### config.mk
export PLATFORM = sky130hd
export DESIGN_NAME = ipc_mul
export DESIGN_NICKNAME = d
export VERILOG_FILES = /design/src/ipc_pkg.sv /design/src/ipc_mul.sv
export SDC_FILE = /design/constraint.sdc
export NUM_CORES = 1
export LEC_CHECK = 0
export BUFFER_PORTS_ARGS = -buffer_cell sky130_fd_sc_hd__clkbuf_2
export CAP_MARGIN = 25
export CORE_UTILIZATION = 45
export DETAILED_ROUTE_END_ITERATION = 6
export GPL_TIMING_DRIVEN = 0
export PLACE_DENSITY = 0.72
export SYNTH_ARGS = -nofsm -noshare
export SYNTH_HDL_FRONTEND = slang
export SYNTH_SLANG_ARGS = --single-unit
### constraint.sdc
create_clock -name clk -period 10.16 [get_ports clk]
set_input_delay 0.508 -clock clk [delete_from_list [all_inputs] [get_ports clk]]
set_output_delay 0.508 -clock clk [all_outputs]
set_load 0.05 [all_outputs]
### src/ipc_pkg.sv
// Shared widths, types and request structures of the incremental Pearson correlation block.
`default_nettype none

package ipc_pkg;

	// Port field widths.
	localparam int SAMPLE_W    = 16;
	localparam int WEIGHT_W    = 9;
	localparam int COUNT_W     = 21;
	localparam int CORR_W      = 16;
	localparam int IN_TDATA_W  = 48;
	localparam int OUT_TDATA_W = 40;
	localparam int OUT_TUSER_W = 2;

	// Running sums.
	localparam int SW_W  = 29;
	localparam int SX_W  = 45;
	localparam int SXX_W = 60;

	// Per-sample increments.
	localparam int DX_W  = 26;
	localparam int SQR_W = 32;
	localparam int DXX_W = 40;
	localparam int DXY_W = 41;

	// End-of-batch arithmetic.
	localparam int VAR_W     = 92;
	localparam int COV_W     = VAR_W + 2;
	localparam int PROD_W    = 216;
	localparam int TSQ_W     = 30;
	localparam int MQ_W      = 15;
	localparam int BIT_W     = 4;
	localparam int RHS_SHIFT = 30;

	// Queue between front and back.
	localparam int FIFO_DEPTH = 4;
	localparam int FIFO_AW    = 2;

	typedef struct packed {
		logic signed [DX_W-1:0]  dx;
		logic signed [DX_W-1:0]  dy;
		logic [WEIGHT_W-1:0]     dw;
		logic [DXX_W-1:0]        dxx;
		logic [DXX_W-1:0]        dyy;
		logic signed [DXY_W-1:0] dxy;
		logic                    restart;
		logic                    last;
	} ipc_incr_t;

	typedef struct packed {
		logic              start;
		logic [PROD_W-1:0] a;
		logic [VAR_W-1:0]  b;
	} ipc_mul_req_t;

	typedef struct packed {
		logic              busy;
		logic              done;
		logic [PROD_W-1:0] product;
	} ipc_mul_rsp_t;

endpackage

`default_nettype wire

### src/ipc_mul.sv
// Shared bit-serial multiplier: one multiplier bit per cycle, finishing early once the rest is zero.
`default_nettype none

module ipc_mul (
	input  wire logic                  clk,
	input  wire logic                  arst_n,
	input  wire ipc_pkg::ipc_mul_req_t req,
	output ipc_pkg::ipc_mul_rsp_t      rsp
);

	localparam int PW = ipc_pkg::PROD_W;
	localparam int BW = ipc_pkg::VAR_W;

	logic          busy_q;
	logic [PW-1:0] acc_q, a_q;
	logic [BW-1:0] b_q;

	always_ff @(posedge clk or negedge arst_n) begin
		if (!arst_n) begin
			busy_q <= 1'b0;
		end else if (req.start) begin
			busy_q <= 1'b1;
		end else if (busy_q && b_q == '0) begin
			busy_q <= 1'b0;
		end
	end

	always_ff @(posedge clk) begin
		if (req.start) begin
			acc_q <= '0;
			a_q   <= req.a;
			b_q   <= req.b;
		end else if (busy_q && b_q != '0) begin
			if (b_q[0]) acc_q <= acc_q + a_q;
			a_q <= a_q << 1;
			b_q <= b_q >> 1;
		end
	end

	assign rsp.busy    = busy_q;
	assign rsp.done    = busy_q && (b_q == '0);
	assign rsp.product = acc_q;

endmodule

`default_nettype wire

==> results.toml <==
[global_routing]
grt_pass1_wl_um = 203000
grt_pass1_vias = 33400
grt_max_degree = 68
grt_usage_pct = 32.3
overflow = 0
grt_antenna_before_repair = 6

[floorplanning]
initial_utilization_pct = 45.5
die-area_um2 = 81200
core_um2 = 79100
fp.dieW_um = 285
ios = 529
rows = 103
die_h_um = 285

[clocking]
ctsHoldBuffers = 1
cts.clk_slew.worst_paths_ns = 0.06
cts_tree = "built"
clk_latency_ns = 0.66
cts_buffers = 60
cts_buffer_depth = 3
cts-root-buf = "clkbuf_16"
clock-sinks = 525
cts_resized = 0
htree_levels = 2
post_cts_buffers = 0

[routing]
final_antenna_net_count = 0
drt_iter0_drc = 2996
drc = 0
drt-wirelength-per-cell_um = 23.5
totalWireLength_um = 136000
num_vias = 34500
avgViaCountPerCell = 5.95
drt_pass1_iterations = 6

[cells_and_area]
fill_cells = 7607
layoutNonFillerInstCount = 5802
nets = 5222
area_growth_syn_to_layout_pct = 17.4
final_cell_area_um2 = 42300
drive_gt1_share_pct = 21.4

[logic_synthesis]
syn_area_per_cell_um2 = 8.80
synth_top_area_cell = "edfxtp_1"
synth-edff-count = 308
synth_cell_types = 82
synth_most_common_cell = "nand2_1"
syn-num-nets = 4618
synth_cells = 4091
synth_ff_type = "edfxtp_1"
yosysSeqAreaShare_pct = 37.8
netlist_top_cells_count = "nand2_1 (641), a21oi_1 (552), edfxtp_1 (308)"
syn_area_um2 = 36000
synth.area.top_cells = "edfxtp_1 (26%), dfxtp_1 (12%), mux2_2 (9.6%)"
yosysWarnings = 0
async_reset_ff_share_pct = 0.190
ys_seq_elements = 525
synth_top_area_share_pct = 25.7

[placed_design]
io_buffer_count = 527
place_hpwl_um = 111000
placed_area_um2 = 40300
gp_congestion = 0.991
placed_cells = 5681

[run]
cap_violations = 0

[sta]
drv_slew = 0
tightest_slew_ns = 1.15
finalSetupViolCount = 0
period_share_pct = 55.3
slew_headroom_pct = 23.4
skew_ns = 0.0289
fin_crit_ns = 5.62
timing.hold.ws_ns = 0.150
fmax_ghz = 0.178
hold_violations = 0
rsz0062_at_grt = "no"
setup_tns_ns = 0

[power_and_ir_drop]
ir_drop_mv = 0.154
powerDensity_nw_per_um2 = 234
power.leakage_nw = 17.6

[status]
outcome = "complete, no violations"

[worst_hold_path]
hold_depth = 2
hold_path.class = "input port to register"

[setup_path]
cp.required_ns = 10.74
r2r_cells = 13
worstSetupStartpointType = "register"
end_kind = "register"
critical_path_peak_fanout = 9
path_class = "register to register"
cp.arrival_ns = 6.20
==> per-layer routing <==
metal / vias up / share of wire, % / GRT usage (%)
li1: 16300 / - / -
met1: 16600 / 43 / 43.6
met2: 1294 / 46 / 52.5
met3: 282 / 6.5 / 4.32
met4: 0 / 4.4 / 12.7
met5: - / 0 / 0
==> final timing paths <==
path / start / to / slack [ns]
worst max-delay path: a_q[39] / acc_q[208] / 4.54
worst min-delay path: req[0] / b_q[0] / 0.15
worst max register to register: a_q[39] / acc_q[208] / 4.54
worst min register to register: acc_q[63] / acc_q[63] / 0.47
max in group asynchronous: arst_n / busy_q / 9.89
min in group asynchronous: arst_n / busy_q / 0.18
==> metrics by stage <==
stage / utilization, % / setup WS [ns] / total power [W]
final: 53.4 / 4.54 / 0.00990
after global routing: 53.4 / 4.48 / 0.0104
after CTS: 53.4 / 4.78 / 0.00984
after detailed placement: 50.9 / 4.84 / 0.00760
after global placement: 50.5 / -3.03 / 0.00757
after floorplan: - / 1.55 / 0.00623
==> report_power, final <==
part | internal, W | total (W) | switching (W)
logic | 0.00148 | 0.00476 | 0.00328
registers | 0.00262 | 0.00292 | 0.000300
clock network | 0.00125 | 0.00222 | 0.000969
==> cells in the final DEF (no fill, tap or decap), types with 11 or more instances in the layout <==
cell,instances
o21bai_1,68
dfxtp_1,216
clkbuf_16,60
and2_1,14
nand2_1,640
a211oi_1,14
ha_1,215
or3_1,21
inv_1,74
a221oi_1,12
buf_1,13
xnor2_1,111
o211ai_1,11
nand4_1,137
nand3_1,43
o21ai_0,263
a21boi_0,27
or2_2,14
nor4_1,52
nor2b_1,18
clkbuf_1,221
a21o_1,115
and3_1,19
nor3_1,52
nand2b_1,15
xor2_1,85
clkbuf_2,527
mux2_2,306
nor2_1,231
a31oi_1,37
o31ai_1,19
buf_2,17
edfxtp_1,308
o21a_1,26
a21oi_1,552
==> critical path, stage by stage, from the launching register on <==
cell      delay (ns)
edfxtp_1        0.41
ha_1            0.29
clkbuf_1        0.32
nand4_1         0.40
nor4_1          0.95
a41o_1          0.41
a21oi_1         0.26
o22a_1          0.30
nand2_1         0.30
a21oi_1         0.30
o41ai_2         0.75
a41oi_1         0.31
or4_1           0.46
nand3_1         0.07
==> area by class of cell <==
type	count	area, um^2	share of cell area [%]
antenna	5	12.5	0.0296
tap	1050	1310	3.11
multi-input combinational	3254	21200	50.2
sequential	525	13600	32.2
clock inverter	36	364	0.861
clock buffer	78	1610	3.81
timing repair buffer	542	2950	6.97
inverter	74	278	0.657
buffer	238	918	2.17
==> flip-flops by register name, indices dropped and copies added (netlist names) <==
signal,cells
a_q,216
b_q,92
busy_q,1
acc_q,216
==> kinds of logic after synthesis <==
kind of cell / after synthesis / synth area share, %
XOR/XNOR: 196 / 4.77
adder cells (fa/ha/maj): 216 / 7.52
flip-flops: 525 / 37.8
AND/OR/NAND/NOR: 1284 / 16.1
multiplexers: 306 / 9.57
buffers and inverters: 312 / 3.32
AO/OA/AOI/OAI: 1252 / 20.9
(Power assumes the default switching activity.)
