## config.mk

```make
export PLATFORM = sky130hd
export DESIGN_NAME = ipc_fifo
export DESIGN_NICKNAME = d
export VERILOG_FILES = /design/src/ipc_pkg.sv /design/src/ipc_fifo.sv
export SDC_FILE = /design/constraint.sdc
export NUM_CORES = 1
export LEC_CHECK = 0
export BUFFER_PORTS_ARGS = -buffer_cell sky130_fd_sc_hd__buf_2
export CAP_MARGIN = 20
export CORE_MARGIN = 8
export CORE_UTILIZATION = 45
export CTS_CLUSTER_DIAMETER = 120
export DETAILED_ROUTE_END_ITERATION = 8
export PLACE_DENSITY = 0.67
export SYNTH_ARGS = -nofsm -noshare
export SYNTH_HDL_FRONTEND = slang
export SYNTH_SLANG_ARGS = --single-unit
```

## constraint.sdc

```tcl
create_clock -name clk -period 5.2 [get_ports clk]
set_input_delay 0.26 -clock clk [delete_from_list [all_inputs] [get_ports clk]]
set_output_delay 0.26 -clock clk [all_outputs]
set_load 0.05 [all_outputs]
```

## src/ipc_pkg.sv

```systemverilog
// Shared widths, types and request structures of the incremental Pearson correlation block.
`default_nettype none

package ipc_pkg;

	// Port field widths.
	localparam int SAMPLE_W    = 16;
	localparam int WEIGHT_W    = 9;
	localparam int COUNT_W     = 21;
	localparam int CORR_W      = 16;
	localparam int IN_TDATA_W  = 48;
	localparam int OUT_TDATA_W = 40;
	localparam int OUT_TUSER_W = 2;

	// Running sums.
	localparam int SW_W  = 29;
	localparam int SX_W  = 45;
	localparam int SXX_W = 60;

	// Per-sample increments.
	localparam int DX_W  = 26;
	localparam int SQR_W = 32;
	localparam int DXX_W = 40;
	localparam int DXY_W = 41;

	// End-of-batch arithmetic.
	localparam int VAR_W     = 92;
	localparam int COV_W     = VAR_W + 2;
	localparam int PROD_W    = 216;
	localparam int TSQ_W     = 30;
	localparam int MQ_W      = 15;
	localparam int BIT_W     = 4;
	localparam int RHS_SHIFT = 30;

	// Queue between front and back.
	localparam int FIFO_DEPTH = 4;
	localparam int FIFO_AW    = 2;

	typedef struct packed {
		logic signed [DX_W-1:0]  dx;
		logic signed [DX_W-1:0]  dy;
		logic [WEIGHT_W-1:0]     dw;
		logic [DXX_W-1:0]        dxx;
		logic [DXX_W-1:0]        dyy;
		logic signed [DXY_W-1:0] dxy;
		logic                    restart;
		logic                    last;
	} ipc_incr_t;

	typedef struct packed {
		logic              start;
		logic [PROD_W-1:0] a;
		logic [VAR_W-1:0]  b;
	} ipc_mul_req_t;

	typedef struct packed {
		logic              busy;
		logic              done;
		logic [PROD_W-1:0] product;
	} ipc_mul_rsp_t;

endpackage

`default_nettype wire

```

## src/ipc_fifo.sv

```systemverilog
// Short queue of increments between the front end and the accumulator.
`default_nettype none

module ipc_fifo (
	input  wire logic               clk,
	input  wire logic               arst_n,
	input  wire logic               push_valid,
	output logic                    push_ready,
	input  wire ipc_pkg::ipc_incr_t push_data,
	output logic                    pop_valid,
	input  wire logic               pop_ready,
	output ipc_pkg::ipc_incr_t      pop_data
);

	localparam int AW = ipc_pkg::FIFO_AW;
	localparam int DEPTH = ipc_pkg::FIFO_DEPTH;

	ipc_pkg::ipc_incr_t entry_q [DEPTH];
	logic [AW-1:0]      wr_ptr_q, rd_ptr_q;
	logic [AW:0]        fill_q;
	logic               push, pop;

	assign push_ready = (fill_q != (AW+1)'(DEPTH));
	assign pop_valid  = (fill_q != '0);
	assign push       = push_valid && push_ready;
	assign pop        = pop_valid && pop_ready;
	assign pop_data   = entry_q[rd_ptr_q];

	always_ff @(posedge clk or negedge arst_n) begin
		if (!arst_n) begin
			wr_ptr_q <= '0;
			rd_ptr_q <= '0;
			fill_q   <= '0;
		end else begin
			if (push) wr_ptr_q <= wr_ptr_q + AW'(1);
			if (pop) rd_ptr_q <= rd_ptr_q + AW'(1);
			if (push && !pop) fill_q <= fill_q + (AW+1)'(1);
			else if (pop && !push) fill_q <= fill_q - (AW+1)'(1);
		end
	end

	always_ff @(posedge clk) begin
		if (push) entry_q[wr_ptr_q] <= push_data;
	end

endmodule

`default_nettype wire

```

==> impl_metrics.yaml <==
run_status:
  status: "complete, no violations"
clock_network:
  post-cts-setup-buffers: 0
  cts.path.max_buffers: 3
  insertion_delay_ps: 590
  cts.sinks: 743
  cts-root-buf: "clkbuf_16"
  cts_buffers: 75
  htree_levels: 3
  cts_tree: "done"
  postCtsResizedCells: 0
  clkTransAtPathRegs_ps: 60
drt:
  viasPerCell: 5.21
  wl_met1_um: 22700
  drc_errors: 0
  drt-initial-drc-count: 795
  vias: 12735
  top_layer_used: "met5"
  wl_per_cell_um: 22.8
  ant_nets: 0
  drtPass1Iterations: 4
  wl_met2_um: 27800
  wl_um: 55700
  met3_length_um: 4110
yosys:
  ys_ff_latch: 743
  yosys.area.top_type_share: 0.820
  yosys_warnings: 0
  yosysSeqAreaShare: 0.826
  synth_top_area_cell: "edfxtp_1"
  synth_cells: 997
  syn_nets: 1191
  syn_avg_cell_area_um2: 27.0
  syn_area_um2: 27000
  synth.area.top_cells: "edfxtp_1 (82%), mux4_2 (15%), buf_6 (0.71%)"
  synth_cell_types: 18
min_path:
  min_path_type: "primary input to flop"
  hold_start: "push_valid"
  hold_end: "wr_ptr_q[0]"
  hold-path-cell-count: 3
floorplan:
  rows: 89
  die_w_um: 261
  io_pins: 374
  fp.coreArea_um2: 59100
  initial_utilization: 0.456
  fp.dieH_um: 261
  dieArea_um2: 68000
worst_setup_path:
  cp.arrival_ps: 2900
  r2r_setup_slack_ps: 2500
  worstRegToRegCells: 4
  worstPathCellList: "buf_4, mux4_2, buf_2"
  cp.required_ps: 4940
  slowest_delay_ps: 880
  end_kind: "output port"
  critPathLaunch: "rd_ptr_q[1]"
  reg2reg_from: "fill_q[0]"
  regToRegEndpoint: "entry_q[0][70]"
  cp_max_fo: 45
  slowest_stage: "dfrtp_4"
  crit_type: "flop to output port"
  startpoint_type: "flop"
global_routing:
  antenna_found_initial: 8
  grt_pass1_vias: 13747
  grt.total_usage: 0.162
  grt_max_degree: 100
  grt_pass1_wl_um: 83700
  globalRouteOverflowTotal: 0
timing:
  worstMarginPinSlew_ps: 1040
  rsz0062_at_grt: "false"
  finalCritPeriodShare: 0.607
  skew_ps: 25.4
  hold_ws_ps: 160
  maxSlewViolCount: 0
  slew_headroom: 0.308
  fin_crit_ps: 3160
  setup_violations: 0
  hold_viol: 0
  finalSetupTns_ps: 0
  max_freq_mhz: 317
power:
  power_frac_seq: 0.374
  p_comb_frac: 0.380
  p_leak_nw: 11.7
  p_int_mw: 13.6
  power-per-cell-area_nw_per_um2: 647
  p_sw_mw: 8.46
  p_sw_frac: 0.383
  clockPowerShare: 0.245
  ir_drop_mv: 0.627
layout:
  fill_cells: 4218
  drive_gt1_frac: 0.413
  final_common_cell: "edfxtp_1"
  syn_to_final_growth_pct: 26.6
  nNetsFinal: 1800
  stdcell_area_um2: 34100
  final_cell_mix: "edfxtp_1 (736), buf_2 (373), dlygate4sd3_1 (188)"
place:
  routabilityCongestion: 0.723
  place_area_um2: 29700
  portBuffers: 373
  hpwl_um: 32600
flow_run:
  cap_violations: 0
[critical path: cells and delay by family (launching register included)]
family / cells / cell delay (ps)
buffers and inverters: 2 / 900
muxes: 1 / 440
DFF: 1 / 880
[stage by stage]
stage	setup WS (ps)	cells	power, mW	utilization
final	2040	2445	22.1	0.577
after detailed placement	2490	2114	16.8	0.503
after global routing	1870	2442	22.9	0.577
after global placement	2540	2114	16.7	0.503
after floorplan	1720	997	14.8	-
after CTS	1980	2436	22.4	0.577
[synthesized netlist by cell type]
cell type and n:
or3_1 1, nand2_1 2, mux2_2 2, ha_1 5
mux4_2 184, inv_1 3, dfrtp_1 7, xnor2_1 4
nand3_1 1, fa_1 1, nor2_1 2, buf_6 17
buf_2 21, edfxtp_1 736, and2_1 4, a21boi_2 1
xor2_1 2, clkbuf_1 4
[logic make-up after synthesis]
kind of cell | Yosys count | synth area share
DFF | 743 | 0.826
AOI/OAI and AO/OA | 1 | 0.000418
adders and majority gates | 6 | 0.00306
buffers and inverters | 45 | 0.0120
muxes | 186 | 0.155
xor gates and xnor gates | 6 | 0.00195
and+or+nand+nor | 10 | 0.00190
[area by class of cell]
class / count / area [um^2] / area share
inverters: 3 / 11.3 / 0.000330
multi-input cells: 209 / 4370 / 0.128
clock buffers: 90 / 2010 / 0.0588
well taps: 773 / 967 / 0.0283
diodes: 9 / 22.5 / 0.000660
flip-flops and latches: 743 / 22300 / 0.653
repair buffers: 574 / 3970 / 0.116
clock inverters: 44 / 499 / 0.0146
[state kept, by name, summed over array words and instances (netlist names)]
| name | cells |
|---|---|
| fill_q | 3 |
| entry_q | 736 |
| rd_ptr_q | 2 |
| wr_ptr_q | 2 |
[repair_timing]
action | in CTS | in global routing
endpoints found under the setup margin | 0 | 0
hold buffers | 188 | 0
endpoints found under the hold margin | 745 | 0
[layer usage]
layer,GRT usage,vias to the layer above
met4,0.0492,2
li1,-,5582
met1,0.210,6686
met5,0.00657,-
met2,0.265,391
met3,0.0464,74
[power by group through the flow]
stage	Combinational (mW)	Sequential [mW]	Clock, mW
6_report	8.40	8.26	5.42
5_1_grt	8.80	8.36	5.77
4_1_cts	8.56	8.28	5.54
3_5_place_dp	8.42	8.40	0
3_3_place_gp	8.41	8.32	0
2_1_floorplan	6.56	8.28	0
[how the worst max path moves through the flow]
stage                           end  slack [ps]  cells after the start
global placement     entry_q[0][76]        2540                      4
CTS                   pop_data[102]        1980                      3
detailed placement  entry_q[0][118]        2490                      4
finish                 pop_data[98]        2040                      3
global route          pop_data[122]        1870                      3
floorplan             entry_q[0][0]        1720                      3
(Power assumes the default switching activity.)
