===== config.mk =====
export PLATFORM = sky130hd
export DESIGN_NAME = ipc_front
export DESIGN_NICKNAME = d
export VERILOG_FILES = /design/src/ipc_pkg.sv /design/src/ipc_front.sv
export SDC_FILE = /design/constraint.sdc
export NUM_CORES = 2
export LEC_CHECK = 0
export ABC_AREA = 0
export BUFFER_PORTS_ARGS = -buffer_cell sky130_fd_sc_hd__buf_2
export CELL_PAD_IN_SITES_DETAIL_PLACEMENT = 1
export CELL_PAD_IN_SITES_GLOBAL_PLACEMENT = 1
export CORE_MARGIN = 4
export CORE_UTILIZATION = 56
export DETAILED_ROUTE_END_ITERATION = 10
export PLACE_DENSITY_LB_ADDON = 0.1
export SYNTH_ARGS = -nofsm -noshare
export SYNTH_HDL_FRONTEND = slang
export SYNTH_SLANG_ARGS = --single-unit

===== constraint.sdc =====
create_clock -name clk -period 19.79 [get_ports clk]
set_input_delay 0.9895 -clock clk [delete_from_list [all_inputs] [get_ports clk]]
set_output_delay 0.9895 -clock clk [all_outputs]
set_load 0.05 [all_outputs]

===== src/ipc_pkg.sv =====
// Shared widths, types and request structures of the incremental Pearson correlation block.
`default_nettype none

package ipc_pkg;

	// Port field widths.
	localparam int SAMPLE_W    = 16;
	localparam int WEIGHT_W    = 9;
	localparam int COUNT_W     = 21;
	localparam int CORR_W      = 16;
	localparam int IN_TDATA_W  = 48;
	localparam int OUT_TDATA_W = 40;
	localparam int OUT_TUSER_W = 2;

	// Running sums.
	localparam int SW_W  = 29;
	localparam int SX_W  = 45;
	localparam int SXX_W = 60;

	// Per-sample increments.
	localparam int DX_W  = 26;
	localparam int SQR_W = 32;
	localparam int DXX_W = 40;
	localparam int DXY_W = 41;

	// End-of-batch arithmetic.
	localparam int VAR_W     = 92;
	localparam int COV_W     = VAR_W + 2;
	localparam int PROD_W    = 216;
	localparam int TSQ_W     = 30;
	localparam int MQ_W      = 15;
	localparam int BIT_W     = 4;
	localparam int RHS_SHIFT = 30;

	// Queue between front and back.
	localparam int FIFO_DEPTH = 4;
	localparam int FIFO_AW    = 2;

	typedef struct packed {
		logic signed [DX_W-1:0]  dx;
		logic signed [DX_W-1:0]  dy;
		logic [WEIGHT_W-1:0]     dw;
		logic [DXX_W-1:0]        dxx;
		logic [DXX_W-1:0]        dyy;
		logic signed [DXY_W-1:0] dxy;
		logic                    restart;
		logic                    last;
	} ipc_incr_t;

	typedef struct packed {
		logic              start;
		logic [PROD_W-1:0] a;
		logic [VAR_W-1:0]  b;
	} ipc_mul_req_t;

	typedef struct packed {
		logic              busy;
		logic              done;
		logic [PROD_W-1:0] product;
	} ipc_mul_rsp_t;

endpackage

`default_nettype wire


===== src/ipc_front.sv =====
// Front end: takes requests, sign-extends and clamps them, and forms the weighted increments.
`default_nettype none

module ipc_front #(
	parameter int SAMPLE_BITS      = 16,
	parameter int WEIGHT_FRAC_BITS = 8
) (
	input  wire logic                                clk,
	input  wire logic                                arst_n,
	input  wire logic                                use_weights,
	input  wire logic                                s_tvalid,
	output logic                                     s_tready,
	input  wire logic [ipc_pkg::IN_TDATA_W-1:0]      s_tdata,
	input  wire logic                                s_tuser,
	input  wire logic                                s_tlast,
	output logic                                     push_valid,
	input  wire logic                                push_ready,
	output ipc_pkg::ipc_incr_t                       push_data
);

	localparam int SW    = ipc_pkg::SAMPLE_W;
	localparam int WW    = ipc_pkg::WEIGHT_W;
	localparam int DXW   = ipc_pkg::DX_W;
	localparam int SQW   = ipc_pkg::SQR_W;
	localparam int DXXW  = ipc_pkg::DXX_W;
	localparam int DXYW  = ipc_pkg::DXY_W;
	localparam int SHIFT = SW - SAMPLE_BITS;
	localparam logic [WW-1:0] W_ONE = WW'(1 << WEIGHT_FRAC_BITS);

	logic [SW-1:0]        x_shl, y_shl;
	logic signed [SW-1:0] x_ext, y_ext;
	logic [WW-1:0]        w_sel, w_cl;
	logic                 adv;

	logic                 valid_s1, valid_s2, valid_s3;
	logic signed [SW-1:0] x_s1, y_s1;
	logic [WW-1:0]        w_s1, w_s2;
	logic                 restart_s1, last_s1, restart_s2, last_s2;
	logic signed [DXW-1:0] xw_s2, yw_s2;
	logic signed [SQW-1:0] xx_s2, yy_s2, xy_s2;
	ipc_pkg::ipc_incr_t   incr_s3;

	always_comb begin
		x_shl = s_tdata[SW-1:0] << SHIFT;
		y_shl = s_tdata[2*SW-1:SW] << SHIFT;
		x_ext = $signed(x_shl) >>> SHIFT;
		y_ext = $signed(y_shl) >>> SHIFT;
		w_sel = use_weights ? s_tdata[2*SW+WW-1:2*SW] : W_ONE;
		w_cl  = (w_sel > W_ONE) ? W_ONE : w_sel;
	end

	// The whole pipeline moves together; it holds only when the last stage cannot unload.
	assign adv        = !valid_s3 || push_ready;
	assign s_tready   = adv;
	assign push_valid = valid_s3;
	assign push_data  = incr_s3;

	always_ff @(posedge clk or negedge arst_n) begin
		if (!arst_n) begin
			valid_s1 <= 1'b0;
			valid_s2 <= 1'b0;
			valid_s3 <= 1'b0;
		end else if (adv) begin
			valid_s1 <= s_tvalid;
			valid_s2 <= valid_s1;
			valid_s3 <= valid_s2;
		end
	end

	always_ff @(posedge clk) begin
		if (adv) begin
			x_s1       <= x_ext;
			y_s1       <= y_ext;
			w_s1       <= w_cl;
			restart_s1 <= s_tuser;
			last_s1    <= s_tlast;

			xw_s2      <= DXW'(x_s1) * DXW'($signed({1'b0, w_s1}));
			yw_s2      <= DXW'(y_s1) * DXW'($signed({1'b0, w_s1}));
			xx_s2      <= SQW'(x_s1) * SQW'(x_s1);
			yy_s2      <= SQW'(y_s1) * SQW'(y_s1);
			xy_s2      <= SQW'(x_s1) * SQW'(y_s1);
			w_s2       <= w_s1;
			restart_s2 <= restart_s1;
			last_s2    <= last_s1;

			incr_s3.dx      <= xw_s2;
			incr_s3.dy      <= yw_s2;
			incr_s3.dw      <= w_s2;
			incr_s3.dxx     <= DXXW'($unsigned(xx_s2)) * DXXW'(w_s2);
			incr_s3.dyy     <= DXXW'($unsigned(yy_s2)) * DXXW'(w_s2);
			incr_s3.dxy     <= DXYW'(xy_s2) * DXYW'($signed({1'b0, w_s2}));
			incr_s3.restart <= restart_s2;
			incr_s3.last    <= last_s2;
		end
	end

endmodule

`default_nettype wire


==> flow_summary.rst <==
.. list-table::
   :header-rows: 1

   * - Metric
     - Value
   * - Final Hold Slack
     - about 0.13 ns
   * - Startpoint type of the worst setup path
     - register
   * - Vertical die dimension
     - 377 um
   * - Post-CTS repair timing setup buffer count
     - 0
   * - Top cells by area, synth
     - sky130_fd_sc_hd__fa_1 (42%), sky130_fd_sc_hd__edfxtp_1 (15%), sky130_fd_sc_hd__ha_1 (9.7%), sky130_fd_sc_hd__inv_1 (9.3%), sky130_fd_sc_hd__and2_1 (6.3%)
   * - Count of vias placed by the detailed router
     - 52752
   * - Type of destination of the critical path
     - register
   * - Setup TNS Final
     - 0 ns
   * - Hold/Removal Path Class
     - input port to async pin
   * - Largest net degree at the start of global routing
     - 78
   * - Number of nets in the finished design
     - 10073
   * - Yosys reg bits
     - just under 400
   * - Cts repair resizes
     - 0
   * - Peak clock frequency supported by timing
     - 125 MHz
   * - Cells after synthesis
     - 7779
   * - Routability cong.
     - between 0.8 and 0.9
   * - Clk_skew
     - ~0.036 ns
   * - CTS Buffer Depth
     - 3
   * - Antenna violations before repair
     - 8
   * - Remaining routing DRC violations
     - 0
   * - Starting utilization of the core area
     - between 50 and 60%
   * - Dominant cell type by count on the critical path
     - sky130_fd_sc_hd__fa_1
   * - Slack of the critical path
     - 11.78 ns
   * - Post-synthesis cell area
     - about 0.076 mm^2
   * - Num Clock Sinks
     - 387
   * - Final Max Slew Viols
     - 0
   * - CTS Buf Count
     - between 50 and 60
   * - CTS clock-pin slew for the worst setup and hold paths
     - roughly 0.060 ns
   * - Clock tree from TritonCTS
     - done
   * - Count of boundary I/O pins
     - approximately 240
   * - Avg Synthesized Cell Area
     - roughly 9.8 um^2
   * - Required @ worst endpoint
     - about 20 ns
   * - GRT Total Usage
     - about 29%
   * - Unrepaired setup endpoints after global routing
     - no
   * - DP Worst Slack
     - roughly 12 ns
   * - Width of the die
     - 377 um
   * - Detailed-routing iteration count for the pre-antenna-repair pass
     - 5
   * - Tightest Pin Transition
     - 1.13 ns
   * - Post-route antenna net violation count
     - 0
   * - Syn-to-layout area delta
     - 5.86%
   * - Cell taking the most area after synthesis
     - sky130_fd_sc_hd__fa_1
   * - Result of the run
     - completed
   * - Global-route wire length before repair
     - 326 mm
   * - Total congestion overflow
     - 0
   * - Number of buffers added on ports
     - about 230
   * - Proportion of netlist area held by the largest area contributor
     - 42.3%
   * - Fraction of layout cells with a size suffix above 1
     - under 10%
   * - Worst max-slew margin expressed relative to the limit
     - between 20% and 30%
   * - H-tree lvl count
     - 2
   * - Placed instance count
     - between 9000 and 10000
   * - # Max-Cap Violations
     - 0
   * - Mean routed wirelength per cell
     - between 20 and 25 um
   * - Core outline area
     - 0.135 mm^2
   * - Biggest fanout along the worst timing path
     - 38
   * - Cell Count, Final, Fillers Out
     - 9644
   * - Cell at the root of the clock tree
     - sky130_fd_sc_hd__clkbuf_16
   * - Routed vias/inst
     - approximately 5.5
   * - Detailed router's first-iteration violation count
     - approximately 2200
   * - HPWL Detailed
     - roughly 150 mm
   * - Most used DFF post-synth
     - sky130_fd_sc_hd__edfxtp_1
   * - Share of async-settable or async-resettable flops after synthesis
     - 0.775%
   * - Delay of the slowest cell on the worst path
     - approximately 0.92 ns
   * - Yosys warns
     - 0
   * - Final critical-path share of the clock period
     - 40.5%
   * - Buffering stage count on the worst path with inverters included
     - 4
   * - Std-Cell Rows
     - roughly 140
   * - Number of buffers inserted by hold repair at cts
     - 0
   * - Post-synthesis sequential area ratio
     - 15.2%
   * - Worst-Skew Late Latency
     - between 0.6 and 0.7 ns
   * - Critical path type
     - register to register
   * - Count of flip-flops with a built-in enable after synthesis
     - 384
   * - Number of global-route vias before repair
     - between 60000 and 70000
   * - Aggregate routed wire length
     - 196 mm
   * - Cells along the critical path
     - buf_4, clkinv_1, nor2_1, fa_1, fa_1, fa_1, fa_1, fa_1, inv_1, fa_1, inv_1, ha_1, and4_1, nand3_1, a311o_1, a31oi_1, nor3_1, o21bai_1, a21oi_1, xnor2_1
   * - Number of failing setup endpoints in the final timing report
     - 0
   * - Die Outline Area
     - 0.142 mm^2
   * - Total count of hold-check failures in the final report
     - 0
   * - Highest-delay cell along the critical path
     - sky130_fd_sc_hd__fa_1
   * - Yosys cell types
     - just under 70
   * - Arrival time at the worst endpoint
     - between 8 and 9 ns
   * - Critical path's top delay family
     - adder cells
   * - Minimum clock period after layout
     - approximately 8 ns
[sequential cells by signal, indices dropped and copies added, names as in the netlist, 9 cells and up]
signal,flops
x_s1,16
w_s1,9
yy_s2,31
y_s1,16
xx_s2,31
push_data,184
w_s2,9
yw_s2,26
xw_s2,26
xy_s2,32
[layer usage]
metal  up-vias  global-route usage, %  share of wire [%]
met4         0                   7.78                2.9
li1      23302                      -                  -
met1     28019                   36.9                 41
met2      1116                   52.2                 52
met5         -                      0                  0
met3       315                   3.55                4.4
[cell families (layout without fill, tap and decap cells)]
logic type | after synthesis | count (layout) | synth area share, %
flops | 387 | 387 | 15.2
fa+ha+maj | 2205 | 2205 | 52.0
other cells | 2 | 13 | 0.00985
simple gates | 2065 | 2065 | 13.3
xor+xnor | 289 | 289 | 3.32
mux | 4 | 4 | 0.0558
buf+inv | 2220 | 2293 | 10.9
compound gates | 607 | 607 | 5.16
[final timing paths]
kind,endpoint,slack [ns],start,depth (start not counted)
min,valid_s2,0.13,arst_n,1
max reg2reg,yy_s2[31],11.78,y_s1[2],20
min reg2reg,push_data[162],0.41,xw_s2[4],0
max,yy_s2[31],11.78,y_s1[2],20
max in group asynchronous,push_valid,19.55,arst_n,1
min in group clk,push_data[162],0.41,xw_s2[4],0
[cells in the mapped netlist, types with 6 or more instances]
cell type and number:
sky130_fd_sc_hd__a2111oi_0 6, sky130_fd_sc_hd__a211o_1 11, sky130_fd_sc_hd__a211oi_1 24, sky130_fd_sc_hd__a21o_1 105
sky130_fd_sc_hd__a21oi_1 196, sky130_fd_sc_hd__a311oi_1 7, sky130_fd_sc_hd__a31o_2 16, sky130_fd_sc_hd__a31oi_1 15
sky130_fd_sc_hd__a41oi_1 7, sky130_fd_sc_hd__and2_1 764, sky130_fd_sc_hd__and3_1 23, sky130_fd_sc_hd__and4_1 8
sky130_fd_sc_hd__buf_1 35, sky130_fd_sc_hd__clkbuf_1 293, sky130_fd_sc_hd__edfxtp_1 384, sky130_fd_sc_hd__fa_1 1612
sky130_fd_sc_hd__ha_1 593, sky130_fd_sc_hd__inv_1 1887, sky130_fd_sc_hd__nand2_1 920, sky130_fd_sc_hd__nand2b_1 29
sky130_fd_sc_hd__nand3_1 45, sky130_fd_sc_hd__nand4_1 15, sky130_fd_sc_hd__nor2_1 174, sky130_fd_sc_hd__nor2b_1 19
sky130_fd_sc_hd__nor3_1 29, sky130_fd_sc_hd__nor4_1 11, sky130_fd_sc_hd__o211ai_1 19, sky130_fd_sc_hd__o21a_1 26
sky130_fd_sc_hd__o21ai_0 92, sky130_fd_sc_hd__o21bai_1 31, sky130_fd_sc_hd__o311ai_0 6, sky130_fd_sc_hd__o31ai_1 7
sky130_fd_sc_hd__or2_2 10, sky130_fd_sc_hd__or3_1 7, sky130_fd_sc_hd__xnor2_1 229, sky130_fd_sc_hd__xor2_1 60
[layout by cell type, fill, tap and decap left out, drive strengths merged, types with 30 or more instances in the layout]
| master | count |
|---|---|
| buf | 304 |
| xor2 | 60 |
| xnor2 | 229 |
| edfxtp | 384 |
| o21ai | 94 |
| a21o | 105 |
| clkinv | 30 |
| fa | 1612 |
| nand2 | 920 |
| nor2 | 174 |
| inv | 1890 |
| a21oi | 197 |
| clkbuf | 60 |
| o21bai | 31 |
| ha | 593 |
| and2 | 764 |
| nand3 | 45 |
[through the flow]
step / cell area (um^2) / utilization [%]
final: 80700 / 59.7
after global routing: 80700 / 59.7
after CTS: 80700 / 59.7
after detailed placement: 79000 / 58.4
after global placement: 79000 / 58.4
after floorplan: 76300 / -
[layout make-up]
cell class | instances | area, um^2
multi-input cells | 5176 | 56400
inverters | 1892 | 7100
clock inverters | 37 | 347
well taps | 1781 | 2230
flip-flops and latches | 387 | 11600
repair buffers | 304 | 1710
fillers | 15163 | 54600
clock buffers | 60 | 1370
diodes | 7 | 17.5
Power is left out: the tool's default activity adds up to more than one toggle a clock period on the data nets, which glitch-free logic cannot reach.
